==> src/sv/dvrt_pkg.sv <==
// ---------------------------------------------------------------------------
// dvrt_pkg: shared types and constants of the distance-vector route table
// Item structs, configuration indexes, item kinds and control structs.
// ---------------------------------------------------------------------------
package dvrt_pkg;

  localparam int unsigned NodeCount = 15;
  localparam int unsigned AddrW     = 4;
  localparam int unsigned CostW     = 8;
  localparam int unsigned Depth     = 16;

  localparam logic [2:0] CfgMyAddr   = 3'd0;
  localparam logic [2:0] CfgLinkCost = 3'd1;
  localparam logic [2:0] CfgMaxCost  = 3'd2;
  localparam logic [2:0] CfgInfCost  = 3'd3;
  localparam logic [2:0] CfgMaxTtl   = 3'd4;

  localparam logic [1:0] KindStart  = 2'd0;
  localparam logic [1:0] KindEntry  = 2'd1;
  localparam logic [1:0] KindTick   = 2'd2;
  localparam logic [1:0] KindLookup = 2'd3;

  typedef struct packed {
    logic [1:0]       kind;
    logic [AddrW-1:0] src_addr;
    logic [AddrW-1:0] dest_addr;
    logic [CostW-1:0] adv_cost;
    logic             last;
  } in_item_t;

  typedef struct packed {
    logic [AddrW-1:0] fwd_hop;
    logic [CostW-1:0] route_cost;
    logic             changed;
  } out_item_t;

  typedef struct packed {
    logic [AddrW-1:0] my_addr;
    logic [CostW-1:0] hop_cost;
    logic [CostW-1:0] max_cost;
    logic [CostW-1:0] inf_cost;
    logic [CostW-1:0] max_ttl;
  } cfg_t;

  // Commands from the controller to the datapath.
  typedef struct packed {
    logic             load;    // capture input item
    logic             single;  // do start/entry work on the item (none for a lookup)
    logic             age;     // aging step on entry idx
    logic             inval;   // invalidation step: neighbour idx against row jdx
    logic             absent;  // absent-route scan step on entry idx
    logic             report;  // build the result item
    logic [AddrW-1:0] idx;
    logic [AddrW-1:0] jdx;
  } cmd_t;

  function automatic logic in_range(input logic [AddrW-1:0] a);
    return (a != '0) && ({4'd0, a} <= 8'(NodeCount));
  endfunction

endpackage

==> src/sv/dvrt_datapath.sv <==
// ---------------------------------------------------------------------------
// dvrt_datapath: route table storage and update logic
// Holds cost, hop, lifetime and neighbour flags; executes controller steps.
// ---------------------------------------------------------------------------
module dvrt_datapath import dvrt_pkg::*; (
  input  logic      clk_i,
  input  logic      rst_ni,
  input  cfg_t      cfg_i,
  input  in_item_t  item_i,
  input  cmd_t      cmd_i,
  output out_item_t res_o
);

  logic [CostW-1:0] cost_q [Depth];
  logic [AddrW-1:0] hop_q  [Depth];
  logic [CostW-1:0] life_q [Depth];
  logic [Depth-1:0] nb_q, seen_q;
  logic             pend_q;
  logic             dead_q;
  in_item_t         it_q;
  out_item_t        res_q, res_d;

  logic [CostW:0]   cand;
  logic [CostW-1:0] lnext;
  logic             start_take;
  logic             dead;
  assign cand  = {1'b0, it_q.adv_cost} + {1'b0, cfg_i.hop_cost};
  assign lnext = (life_q[cmd_i.idx] != '0) ? life_q[cmd_i.idx] - 8'd1 : '0;
  assign start_take = in_range(it_q.src_addr) &&
                      (cost_q[it_q.src_addr] == cfg_i.inf_cost ||
                       it_q.src_addr == cfg_i.my_addr);
  // The dead-neighbour test is taken once per neighbour, on its first row step,
  // because clearing its own row would otherwise hide the later rows.
  assign dead = (cmd_i.jdx == 4'd1) ?
                (!nb_q[cmd_i.idx] && hop_q[cmd_i.idx] == cmd_i.idx &&
                 cmd_i.idx != cfg_i.my_addr) : dead_q;

  always_comb begin
    res_d = '0;
    if (it_q.kind == KindEntry && it_q.last) begin
      res_d.changed = pend_q;
    end else if (it_q.kind == KindLookup) begin
      if (in_range(it_q.dest_addr)) begin
        res_d.fwd_hop    = hop_q[it_q.dest_addr];
        res_d.route_cost = cost_q[it_q.dest_addr];
      end else begin
        res_d.route_cost = cfg_i.inf_cost;
      end
    end
  end

  always_ff @(posedge clk_i or negedge rst_ni) begin
    if (!rst_ni) begin
      for (int i = 0; i < Depth; i++) begin
        cost_q[i] <= 8'd255;
        hop_q[i]  <= '0;
        life_q[i] <= 8'd30;
      end
      nb_q   <= '0;
      seen_q <= '0;
      pend_q <= 1'b0;
      dead_q <= 1'b0;
      it_q   <= '0;
      res_q  <= '0;
    end else begin
      if (cmd_i.load) it_q <= item_i;
      if (cmd_i.single) begin
        case (it_q.kind)
          KindStart: begin
            seen_q <= '0;
            pend_q <= start_take;
            if (in_range(it_q.src_addr)) begin
              nb_q[it_q.src_addr] <= 1'b1;
              if (start_take) begin
                cost_q[it_q.src_addr] <= cfg_i.hop_cost;
                hop_q[it_q.src_addr]  <= it_q.src_addr;
                life_q[it_q.src_addr] <= cfg_i.max_ttl;
              end
            end
          end
          KindEntry: begin
            if (in_range(it_q.dest_addr) && in_range(it_q.src_addr) &&
                it_q.dest_addr != cfg_i.my_addr) begin
              seen_q[it_q.dest_addr] <= 1'b1;
              if (it_q.adv_cost != cfg_i.inf_cost) begin
                if (cand <= {1'b0, cfg_i.max_cost}) begin
                  if ({1'b0, cost_q[it_q.dest_addr]} > cand ||
                      cost_q[it_q.dest_addr] == cfg_i.inf_cost ||
                      life_q[it_q.dest_addr] == '0) begin
                    cost_q[it_q.dest_addr] <= cand[CostW-1:0];
                    hop_q[it_q.dest_addr]  <= it_q.src_addr;
                    life_q[it_q.dest_addr] <= cfg_i.max_ttl;
                    pend_q <= 1'b1;
                  end else if (cand > {1'b0, cost_q[it_q.dest_addr]} &&
                               hop_q[it_q.dest_addr] != it_q.src_addr) begin
                    pend_q <= 1'b1;
                  end
                end
              end else if (hop_q[it_q.dest_addr] == it_q.src_addr) begin
                pend_q <= 1'b1;
              end
            end
          end
          default: ;
        endcase
      end
      if (cmd_i.absent) begin
        if (cmd_i.idx != cfg_i.my_addr && !seen_q[cmd_i.idx] &&
            hop_q[cmd_i.idx] == it_q.src_addr)
          pend_q <= 1'b1;
      end
      if (cmd_i.age) begin
        life_q[cmd_i.idx] <= lnext;
        if (lnext == '0) nb_q[cmd_i.idx] <= 1'b0;
        if (cmd_i.idx == cfg_i.my_addr) cost_q[cmd_i.idx] <= '0;
      end
      if (cmd_i.inval) begin
        // Neighbour idx is dead and was its own next hop: drop row jdx through it.
        dead_q <= dead;
        if (dead && hop_q[cmd_i.jdx] == cmd_i.idx) begin
          cost_q[cmd_i.jdx] <= cfg_i.inf_cost;
          hop_q[cmd_i.jdx]  <= '0;
        end
      end
      if (cmd_i.report) begin
        res_q <= res_d;
        if (it_q.kind == KindEntry && it_q.last) begin
          pend_q <= 1'b0;
          seen_q <= '0;
        end
      end
    end
  end

  assign res_o = res_q;

endmodule

==> src/sv/dvrt_ctrl.sv <==
// ---------------------------------------------------------------------------
// dvrt_ctrl: sequencer of the distance-vector route table
// Steps each item through single work, table scans and result delivery.
// ---------------------------------------------------------------------------
module dvrt_ctrl import dvrt_pkg::*; (
  input  logic       clk_i,
  input  logic       rst_ni,
  input  logic       in_valid_i,
  output logic       in_ready_o,
  input  logic [1:0] kind_i,
  input  logic       last_i,
  output logic       out_valid_o,
  input  logic       out_ready_i,
  output cmd_t       cmd_o
);

  localparam logic [2:0] StIdle   = 3'd0;
  localparam logic [2:0] StSingle = 3'd1;
  localparam logic [2:0] StAbsent = 3'd2;
  localparam logic [2:0] StAge    = 3'd3;
  localparam logic [2:0] StInval  = 3'd4;
  localparam logic [2:0] StReport = 3'd5;
  localparam logic [2:0] StOut    = 3'd6;

  logic [2:0]       state_q, state_d;
  logic [AddrW-1:0] i_q, i_d, j_q, j_d;
  logic [1:0]       kind_q;
  logic             last_q;
  logic             idx_end, jdx_end;

  assign idx_end = ({4'd0, i_q} >= 8'(NodeCount)) || (i_q == '1);
  assign jdx_end = ({4'd0, j_q} >= 8'(NodeCount)) || (j_q == '1);
  assign in_ready_o  = (state_q == StIdle) || (state_q == StOut && out_ready_i);
  assign out_valid_o = (state_q == StOut);

  always_comb begin
    state_d = state_q;
    i_d     = i_q;
    j_d     = j_q;
    cmd_o   = '0;
    cmd_o.idx = i_q;
    cmd_o.jdx = j_q;
    unique case (state_q)
      StIdle, StOut: begin
        if (state_q == StOut && out_ready_i) state_d = StIdle;
        if (in_valid_i && in_ready_o) begin
          cmd_o.load = 1'b1;
          i_d = 4'd1;
          j_d = 4'd1;
          state_d = (kind_i == KindTick) ? StAge : StSingle;
        end
      end
      StSingle: begin
        cmd_o.single = 1'b1;
        state_d = (kind_q == KindEntry && last_q) ? StAbsent : StReport;
      end
      StAbsent: begin
        cmd_o.absent = 1'b1;
        i_d = i_q + 4'd1;
        if (idx_end) state_d = StReport;
      end
      StAge: begin
        cmd_o.age = 1'b1;
        i_d = i_q + 4'd1;
        if (idx_end) begin
          i_d = 4'd1;
          state_d = StInval;
        end
      end
      StInval: begin
        cmd_o.inval = 1'b1;
        j_d = j_q + 4'd1;
        if (jdx_end) begin
          j_d = 4'd1;
          i_d = i_q + 4'd1;
          if (idx_end) state_d = StReport;
        end
      end
      StReport: begin
        cmd_o.report = 1'b1;
        state_d = StOut;
      end
      default: state_d = StIdle;
    endcase
  end

  always_ff @(posedge clk_i or negedge rst_ni) begin
    if (!rst_ni) begin
      state_q <= StIdle;
      i_q     <= 4'd1;
      j_q     <= 4'd1;
      kind_q  <= KindStart;
      last_q  <= 1'b0;
    end else begin
      state_q <= state_d;
      i_q     <= i_d;
      j_q     <= j_d;
      if (cmd_o.load) begin
        kind_q <= kind_i;
        last_q <= last_i;
      end
    end
  end

endmodule

==> src/sv/distance_vector_route_table.sv <==
// ---------------------------------------------------------------------------
// distance_vector_route_table: distance-vector routing table update block
// Merges adverts, ages routes on ticks and answers next-hop lookups.
// ---------------------------------------------------------------------------
// Every item gives exactly one result item. Advert start and lookup go through
// the single work step and then the report step; an advert entry does the same,
// with a scan of absent routes over the 15 entries between them when it is the
// last entry. A tick runs one aging pass over the 15 entries, then one
// invalidation step for each pair of neighbour and route row, then the report step.
// The next item is taken in the cycle its predecessor's result is accepted.
module distance_vector_route_table import dvrt_pkg::*; (
  input  logic       clk_i,
  input  logic       rst_ni,
  input  logic       in_valid,
  output logic       in_ready,
  input  in_item_t   in_data_i,
  output logic       out_valid,
  input  logic       out_ready,
  output out_item_t  out_data_o,
  input  logic       cfg_we,
  input  logic [2:0] cfg_index,
  input  logic [7:0] cfg_data
);

  cfg_t cfg_q;
  cmd_t cmd;

  always_ff @(posedge clk_i or negedge rst_ni) begin
    if (!rst_ni) begin
      cfg_q <= '{my_addr: 4'd1, hop_cost: 8'd1, max_cost: 8'd16,
                 inf_cost: 8'd255, max_ttl: 8'd30};
    end else if (cfg_we) begin
      unique case (cfg_index)
        CfgMyAddr:   cfg_q.my_addr   <= cfg_data[AddrW-1:0];
        CfgLinkCost: cfg_q.hop_cost  <= cfg_data;
        CfgMaxCost:  cfg_q.max_cost  <= cfg_data;
        CfgInfCost:  cfg_q.inf_cost  <= cfg_data;
        CfgMaxTtl:   cfg_q.max_ttl   <= cfg_data;
        default: ;
      endcase
    end
  end

  dvrt_ctrl u_ctrl (
    .clk_i, .rst_ni,
    .in_valid_i (in_valid),
    .in_ready_o (in_ready),
    .kind_i     (in_data_i.kind),
    .last_i     (in_data_i.last),
    .out_valid_o(out_valid),
    .out_ready_i(out_ready),
    .cmd_o      (cmd)
  );

  dvrt_datapath u_dp (
    .clk_i, .rst_ni,
    .cfg_i (cfg_q),
    .item_i(in_data_i),
    .cmd_i (cmd),
    .res_o (out_data_o)
  );

endmodule

==> config.mk <==
export PLATFORM = sky130hd
export DESIGN_NAME = distance_vector_route_table
export DESIGN_NICKNAME = d
export VERILOG_FILES = /design/src/sv/dvrt_pkg.sv /design/src/sv/dvrt_datapath.sv /design/src/sv/dvrt_ctrl.sv /design/src/sv/distance_vector_route_table.sv
export SDC_FILE = /design/constraint.sdc
export NUM_CORES = 2
export LEC_CHECK = 0
export BUFFER_PORTS_ARGS = -buffer_cell sky130_fd_sc_hd__buf_2
export CAP_MARGIN = 10
export CORE_MARGIN = 2
export CORE_UTILIZATION = 60
export CTS_CLUSTER_DIAMETER = 150
export CTS_CLUSTER_SIZE = 14
export DETAILED_ROUTE_END_ITERATION = 16
export PLACE_DENSITY_LB_ADDON = 0.1
export SETUP_SLACK_MARGIN = 0.2
export SLEW_MARGIN = 10
export SYNTH_ARGS = -nofsm -noshare
export SYNTH_HDL_FRONTEND = slang
export SYNTH_HIERARCHICAL = 1
export SYNTH_SLANG_ARGS = --single-unit
==> constraint.sdc <==
create_clock -name clk_i -period 5.9 [get_ports clk_i]
set_input_delay 1.18 -clock clk_i [delete_from_list [all_inputs] [get_ports clk_i]]
set_output_delay 1.18 -clock clk_i [all_outputs]
set_load 0.03 [all_outputs]
=== After elaboration in Yosys (flattened, before gate mapping) ===
Index checks and enable logic that the tools add are counted.

* Magnitude comparators: 19
* Multiplexer cells: 134
* Reduce and logical (&&, ||, !) cells: 46
* Equality and inequality tests: 32
* Add/sub/neg operators: 4
* Bitwise operators: 12

{| class="wikitable"
|+ Operator list
! operator !! count
|-
| two-way mux 128 bit || 19
|-
| bitwise mux 128 bit || 6
|-
| two-way mux 64 bit || 9
|-
| case mux 128 bit (2 select lines) || 2
|-
| two-way mux 16 bit || 9
|-
| AND 128 bit || 1
|-
| binary-select mux 8 bit (select 4 bit) || 4
|-
| bitwise mux 64 bit || 2
|-
| demux 8 bit (select 4 bit) || 4
|-
| NOT 128 bit || 1
|-
| case mux 64 bit (2 select lines) || 1
|-
| two-way mux 8 bit || 14
|-
| AND 64 bit || 1
|-
| NOT 64 bit || 1
|-
| two-way mux 4 bit || 14
|-
| binary-select mux 4 bit (select 4 bit) || 3
|-
| demux 4 bit (select 4 bit) || 3
|-
| OR 16 bit || 2
|-
| case mux 16 bit (2 select lines) || 1
|-
| two-way mux 1 bit || 25
|-
| equality test 4 bit || 6
|-
| two-way mux 12 bit || 2
|-
| >= comparator 5 bit, second input constant || 4
|-
| < comparator 5 x 1 -> 1 bit, second input constant || 4
|-
| other kinds (44) || 109
|}

* Output and inout port bits: 15
* Logic and storage cells: 315
* Flip-flop bits (word level): 433

=== Depth between registers and ports, before layout ===
* Word-level depth: 19
* Depth in mapped cells: 21
* Depth with buffers taken out: 17

=== Modules after synthesis ===
The synthesis kept the hierarchy.

{| class="wikitable"
|+ By module, submodules not included
! module !! sequential area each (µm²) !! cells each !! area each (µm²) !! times used
|-
| dvrt_datapath || 9899.5 || 2937 || 28429.8 || 1
|-
| distance_vector_route_table || 919.6 || 80 || 1488.9 || 1
|-
| dvrt_ctrl || 352.8 || 93 || 878.3 || 1
|}

=== Worst setup path before layout ===
No wires, ideal clock.

* Path kind: reg-to-reg
* Start: register u_dp/it_q[1] (netlist name)
* End: register u_dp/cost_q[70] (netlist name)
* Slack: 1063 ps
* Data arrival time: 4749 ps
* Buffers on the path: 2
* Cell stages (with the launch flop): 18
* Period minus slack after synthesis: 4837 ps
* Data required time: 5812 ps
* Setup time: 88 ps
* Cell sequence: dfrtp_1 > ha_1 > fa_1 > a21o_1 > a21oi_1 > o21ai_0 > xor2_1 > clkbuf_1 > ha_1 > a211o_1 > o31a_1 > nor2_1 > o211ai_1 > buf_2 > nor2_1 > mux2i_1 > nor3_1 > or3_1

* Cells in the longest elaborated chain, start to end: 16
* Elaborated cells between the ends (all ways): 19
* Classes of those cells: add/sub: 1; order compare: 2; eq/ne: 1; mux: 12; bitwise: 1; reduce/logical: 2

{| class="wikitable"
|+ Ends and longest elaborated chain
! item !! RTL line !! RTL
|-
| start, declared || dvrt_datapath.sv:20 || <nowiki>in_item_t it_q;</nowiki>
|-
| start signal, assigned || dvrt_datapath.sv:66 || <nowiki>if (cmd_i.load) it_q <= item_i;</nowiki>
|-
| adder 8 x 8 -> 9 bit || dvrt_datapath.sv:27 || <nowiki>assign cand = {1'b0, it_q.adv_cost} + {1'b0, cfg_i.hop_cost};</nowiki>
|-
| greater-than comparator 8 x 9 -> 1 bit || dvrt_datapath.sv:87 || <nowiki>if ({1'b0, cost_q[it_q.dest_addr]} > cand ||</nowiki>
|-
| logical OR 1 bit || dvrt_datapath.sv:87 ||
|-
| logical OR 1 bit || dvrt_datapath.sv:88 || <nowiki>cost_q[it_q.dest_addr] == cfg_i.inf_cost ||</nowiki>
|-
| two-way mux 128 bit || dvrt_datapath.sv:87 ||
|-
| two-way mux 128 bit || dvrt_datapath.sv:86 || <nowiki>if (cand <= {1'b0, cfg_i.max_cost}) begin</nowiki>
|-
| two-way mux 128 bit * || dvrt_datapath.sv:85 || <nowiki>if (it_q.adv_cost != cfg_i.inf_cost) begin</nowiki>
|-
| two-way mux 128 bit * || dvrt_datapath.sv:82 || <nowiki>if (in_range(it_q.dest_addr) && in_range(it_q.src_addr) &&</nowiki>
|-
| case mux 128 bit (2 select lines) * || dvrt_datapath.sv:68 || <nowiki>case (it_q.kind)</nowiki>
|-
| two-way mux 128 bit * || dvrt_datapath.sv:67 || <nowiki>if (cmd_i.single) begin</nowiki>
|-
| AND 128 bit (no source line) || n/a ||
|-
| two-way mux 128 bit || dvrt_datapath.sv:115 || <nowiki>if (cmd_i.idx == cfg_i.my_addr) cost_q[cmd_i.idx] <= '0;</nowiki>
|-
| two-way mux 128 bit * || dvrt_datapath.sv:112 || <nowiki>if (cmd_i.age) begin</nowiki>
|-
| bitwise mux 128 bit || dvrt_datapath.sv:121 || <nowiki>cost_q[cmd_i.jdx] <= cfg_i.inf_cost;</nowiki>
|-
| two-way mux 128 bit || dvrt_datapath.sv:120 || <nowiki>if (dead && hop_q[cmd_i.jdx] == cmd_i.idx) begin</nowiki>
|-
| two-way mux 128 bit * || dvrt_datapath.sv:117 || <nowiki>if (cmd_i.inval) begin</nowiki>
|-
| end signal, assigned by index || dvrt_datapath.sv:75 || <nowiki>cost_q[it_q.src_addr] <= cfg_i.hop_cost;</nowiki>
|-
| end signal, assigned by index || dvrt_datapath.sv:90 || <nowiki>cost_q[it_q.dest_addr] <= cand[CostW-1:0];</nowiki>
|-
| end signal, assigned by index || dvrt_datapath.sv:121 ||
|-
| end, declared || dvrt_datapath.sv:14 || <nowiki>logic [CostW-1:0] cost_q [Depth];</nowiki>
|}

Every way passes the cells marked *; elsewhere a longest branch is shown, timed or not.
A chain may end at the register's enable or synchronous reset.

=== Final worst setup path ===
* Start: register cfg_q[24] (netlist name)
* End: register u_dp/cost_q[78] (netlist name)

* Cells in the longest elaborated chain, start to end: 16
* Elaborated cells between the ends (all ways): 18
* Classes of those cells: add/sub: 1; order compare: 2; mux: 12; bitwise: 1; reduce/logical: 2

{| class="wikitable"
|+ Ends and longest elaborated chain
! item !! RTL line !! RTL
|-
| start, declared || distance_vector_route_table.sv:25 || <nowiki>cfg_t cfg_q;</nowiki>
|-
| start signal, assigned || distance_vector_route_table.sv:30 || <nowiki>cfg_q <= '{my_addr: 4'd1, hop_cost: 8'd1, max_cost: 8'd16,</nowiki>
|-
| adder 8 x 8 -> 9 bit * || dvrt_datapath.sv:27 ||
|-
| greater-than comparator 8 x 9 -> 1 bit || dvrt_datapath.sv:87 ||
|-
| logical OR 1 bit || dvrt_datapath.sv:87 ||
|-
| logical OR 1 bit || dvrt_datapath.sv:88 ||
|-
| two-way mux 128 bit || dvrt_datapath.sv:87 ||
|-
| two-way mux 128 bit * || dvrt_datapath.sv:86 ||
|-
| two-way mux 128 bit * || dvrt_datapath.sv:85 ||
|-
| two-way mux 128 bit * || dvrt_datapath.sv:82 ||
|-
| case mux 128 bit (2 select lines) * || dvrt_datapath.sv:68 ||
|-
| two-way mux 128 bit * || dvrt_datapath.sv:67 ||
|-
| AND 128 bit (no source line) || n/a ||
|-
| two-way mux 128 bit || dvrt_datapath.sv:115 ||
|-
| two-way mux 128 bit * || dvrt_datapath.sv:112 ||
|-
| bitwise mux 128 bit || dvrt_datapath.sv:121 ||
|-
| two-way mux 128 bit || dvrt_datapath.sv:120 ||
|-
| two-way mux 128 bit * || dvrt_datapath.sv:117 ||
|}

Marks and branches as above.

==> reports/results.txt <==
The HPWL after detailed placement is 94.0 mm. Fraction of the cycle the final worst path needs: 0.923. For the fraction of the core area covered by cells at the end of the flow, the log shows 0.649. The number of remaining DRC errors is 0. The number of sinks handled by clock tree synthesis is 436, and the number of iterations in the first detailed-routing pass is 8. The count of routing violations after the opening detailed-route iteration is 4661. The run gives 3 as the largest buffer count on any clock path. The run finished with clean final reports. The fmax is 0.184 GHz, and the worst-case vdd ir drop is 0.683 mV. The path type of the worst setup path was reg -> reg.

Entering global routing, the biggest net connects 131 pins. The standard-cell row count is 83. In the layout the commonest cells are sky130_fd_sc_hd__nor2_1 (358), sky130_fd_sc_hd__mux2i_1 (336), sky130_fd_sc_hd__nand2_1 (269), sky130_fd_sc_hd__a21oi_1 (244), sky130_fd_sc_hd__dfrtp_1 (219). The final hold violation count was 0. The slew at the pin closest to its max-slew limit works out to 1260 ps. In this run the remaining antenna-violating nets after routing total 0.

Clock-pin slew was measured on the worst setup and hold paths at 70 ps. The number of placed I/O pins was 50; the number of failing setup endpoints in the final timing report was 0. After detailed routing, the total wire length is 132 mm. In this run the power density over the cells is 593 nW/um^2.

The worst slack at placement came out at 485 ps. The critical path launch point type is a flip-flop. The most common cell after layout, fill and taps aside was sky130_fd_sc_hd__nor2_1.

Area added between synthesis and finish: 7.47%. The number of synthesized register bits is 436, and the number of buffers inserted by port buffering is 49. The per-cell via count in the routed design is 7.73, and the wire length of the first global-routing pass is 192 mm. The final routed wire length divided by cell count was 34.8 um; the total number of nets in the final design was 3148.

The synthesized netlist occupies a cell area of 30800 sq um. Of all nets on the critical path, the largest fanout is 16. The Yosys step of the flow raised 6 warnings.

The number of synthesized flops with an enable pin came out at 0. The proportion of synthesized chip area in sequential cells is 0.363, and the count of buffers added by post-CTS timing repair for setup is 0. Across all hold checks on the routed design, the worst slack comes to 487 ps. The die is 231 um tall. The arrival time of data at the critical path endpoint came out at 5940 ps. Net count after synthesis: 3172. At the end of routability-driven placement, the weighted congestion stood at 1.05. The number of global-route vias before repair is 27900. The root buffer cell is sky130_fd_sc_hd__clkbuf_16.

The share of cells above drive strength 1 was 0.245; the synthesized instance count was 3110. The initial antenna violation count is 5, and the total via count after detailed routing is 29300. The overall overflow remaining after global route is 0. Setup repair after global routing left no endpoint under its margin. For the worst setup path, the data required time is 6390 ps. Counting distinct cell types in the post-synthesis netlist gives 99. The proportion of synthesized flip-flops having asynchronous set or reset came out at 1.00.

The tools report the total routing resource utilization after global routing as 0.494. The run gives 0.160 as the tightest slew margin relative to the limit. In this run the number of H-tree levels came out at 2. TritonCTS built the clock tree.

The final setup TNS came out at 0 ps. In this run the horizontal extent of the chip is 231 um. TritonCTS created 37 clock buffers.

The most used flip-flop cell after synthesis is sky130_fd_sc_hd__dfrtp_1. A synthesized cell averages 9.90 sq um. Clock latency reported for the late side of the worst-skew pair: 610 ps. Once routing completed, OpenROAD measured the worst setup slack at 457 ps.

The post-layout minimum cycle time was 5440 ps. Across the routed clock network, the largest skew measured is 40.2 ps. The worst setup path is captured at a flip-flop. The path type of the worst min-delay path was reg -> reg. For the area enclosed by the die boundary, the log shows 53200 sq um. The run gives 0.604 as the effective utilization at floorplan. The region available for standard cell placement spans 51000 sq um. The run gives 14.2 nW as the leakage dissipation. The count of maximum capacitance violations is 0, and the total design power is 19.6 mW.

Final max-slew violation count: 0.
## critical path, cell delays in order, from the launching register on
cell and delay (ps):
sky130_fd_sc_hd__dfstp_2 510, sky130_fd_sc_hd__ha_1 300, sky130_fd_sc_hd__fa_1 430, sky130_fd_sc_hd__a21o_1 210, sky130_fd_sc_hd__a21oi_1 280, sky130_fd_sc_hd__o21ai_0 210, sky130_fd_sc_hd__xor2_1 250, sky130_fd_sc_hd__buf_4 410
sky130_fd_sc_hd__ha_1 340, sky130_fd_sc_hd__o21a_1 200, sky130_fd_sc_hd__o31ai_1 100, sky130_fd_sc_hd__a32o_1 460, sky130_fd_sc_hd__o211ai_1 270, sky130_fd_sc_hd__buf_4 300, sky130_fd_sc_hd__nor2_1 390, sky130_fd_sc_hd__buf_4 290
sky130_fd_sc_hd__mux2i_1 230, sky130_fd_sc_hd__o221ai_1 150
## final timing paths
| kind | from | end | slack [ps] | cells after the start |
|---|---|---|---|---|
| max in group asynchronous | rst_ni | u_dp/life_q[32] | 3830 | 2 |
| hold reg to reg | u_dp/res_o[6] | u_dp/res_o[6] | 490 | 1 |
| min in group asynchronous | rst_ni | u_dp/it_q[12] | 710 | 1 |
| hold / removal | u_dp/res_o[6] | u_dp/res_o[6] | 490 | 1 |
| setup reg to reg | cfg_q[24] | u_dp/cost_q[78] | 460 | 17 |
| setup / recovery | cfg_q[24] | u_dp/cost_q[78] | 460 | 17 |
## repair_timing
item                                    4_1_cts  5_1_grt
gates resized for setup                       0        1
hold buffers                                  0        0
endpoints found under the setup margin        0       18
## synthesized netlist by cell type (30+ instances only)
cell | count | area [sq um]
sky130_fd_sc_hd__a211oi_1 | 38 | 285
sky130_fd_sc_hd__nor2_1 | 359 | 1350
sky130_fd_sc_hd__nand2_1 | 269 | 1010
sky130_fd_sc_hd__o22ai_1 | 61 | 382
sky130_fd_sc_hd__mux4_2 | 149 | 3360
sky130_fd_sc_hd__a22oi_1 | 41 | 308
sky130_fd_sc_hd__mux2i_1 | 336 | 3360
sky130_fd_sc_hd__clkbuf_1 | 168 | 631
sky130_fd_sc_hd__nor3_1 | 58 | 290
sky130_fd_sc_hd__mux2_2 | 85 | 957
sky130_fd_sc_hd__o21ai_0 | 69 | 345
sky130_fd_sc_hd__inv_1 | 31 | 116
sky130_fd_sc_hd__dfstp_2 | 209 | 5490
sky130_fd_sc_hd__buf_2 | 42 | 210
sky130_fd_sc_hd__dfrtp_1 | 227 | 5680
sky130_fd_sc_hd__nor4_1 | 31 | 194
sky130_fd_sc_hd__xnor2_1 | 34 | 298
sky130_fd_sc_hd__and3_1 | 36 | 225
sky130_fd_sc_hd__nor2b_1 | 30 | 188
sky130_fd_sc_hd__a21oi_1 | 244 | 1220
sky130_fd_sc_hd__o221ai_1 | 54 | 473
sky130_fd_sc_hd__nand3_1 | 44 | 220
## logic make-up (layout without fill, tap and decap cells)
family | count (synthesis) | after routing | share of synthesized area
AO/OA/AOI/OAI | 742 | 742 | 0.162
XOR/XNOR | 63 | 63 | 0.0184
adder cells (fa/ha/maj) | 27 | 27 | 0.0112
buffers and inverters | 299 | 302 | 0.0431
flip-flops | 436 | 436 | 0.363
multiplexers | 586 | 586 | 0.257
other | 0 | 1 | 0
AND/OR/NAND/NOR | 957 | 957 | 0.145
## per-layer routing
layer	part of all wire	vias to the layer above	wire [um]	GRT usage
met1	0.36	14500	48200	0.666
met3	0.16	645	20700	0.172
met5	0.00052	-	69	0
met2	0.41	2610	54300	0.702
li1	-	11600	-	-
met4	0.068	10	8990	0.258
## through the flow
stage          cell area, sq um  instances
6_report                  33100       3794
5_1_grt                   33100       3794
4_1_cts                   33100       3792
3_5_place_dp              32000       3726
3_3_place_gp              32000       3726
2_1_floorplan             30800       3110
## state kept, by name, summed over array words and instances, names as in the netlist, 2 cells and up
signal,cells
u_dp/life_q,128
u_dp/cost_q,128
u_dp/it_q,19
u_ctrl/state_q,3
u_ctrl/j_q,4
u_ctrl/i_q,4
u_ctrl/kind_q,2
u_dp/res_o,13
cfg_q,36
u_dp/hop_q,64
u_dp/seen_q,16
u_dp/nb_q,16
## where the power goes
| group | internal (mW) | switching (mW) | total, mW | leakage (nW) |
|---|---|---|---|---|
| clock | 1.20 | 1.25 | 2.45 | 0.511 |
| sequential | 4.19 | 1.85 | 6.05 | 5.15 |
| combinational | 4.17 | 6.96 | 11.1 | 8.58 |
## final cells by class
class / count / area (sq um)
Multi-Input combinational cell: 2375 / 18400
Fill cell: 4107 / 17900
Sequential cell: 436 / 11200
Timing Repair Buffer: 202 / 1490
Clock buffer: 62 / 1020
Tap cell: 680 / 851
Inverter: 34 / 128
Clock inverter: 4 / 53.8
Antenna cell: 1 / 2.50
Power figures use the tool's default switching activity.
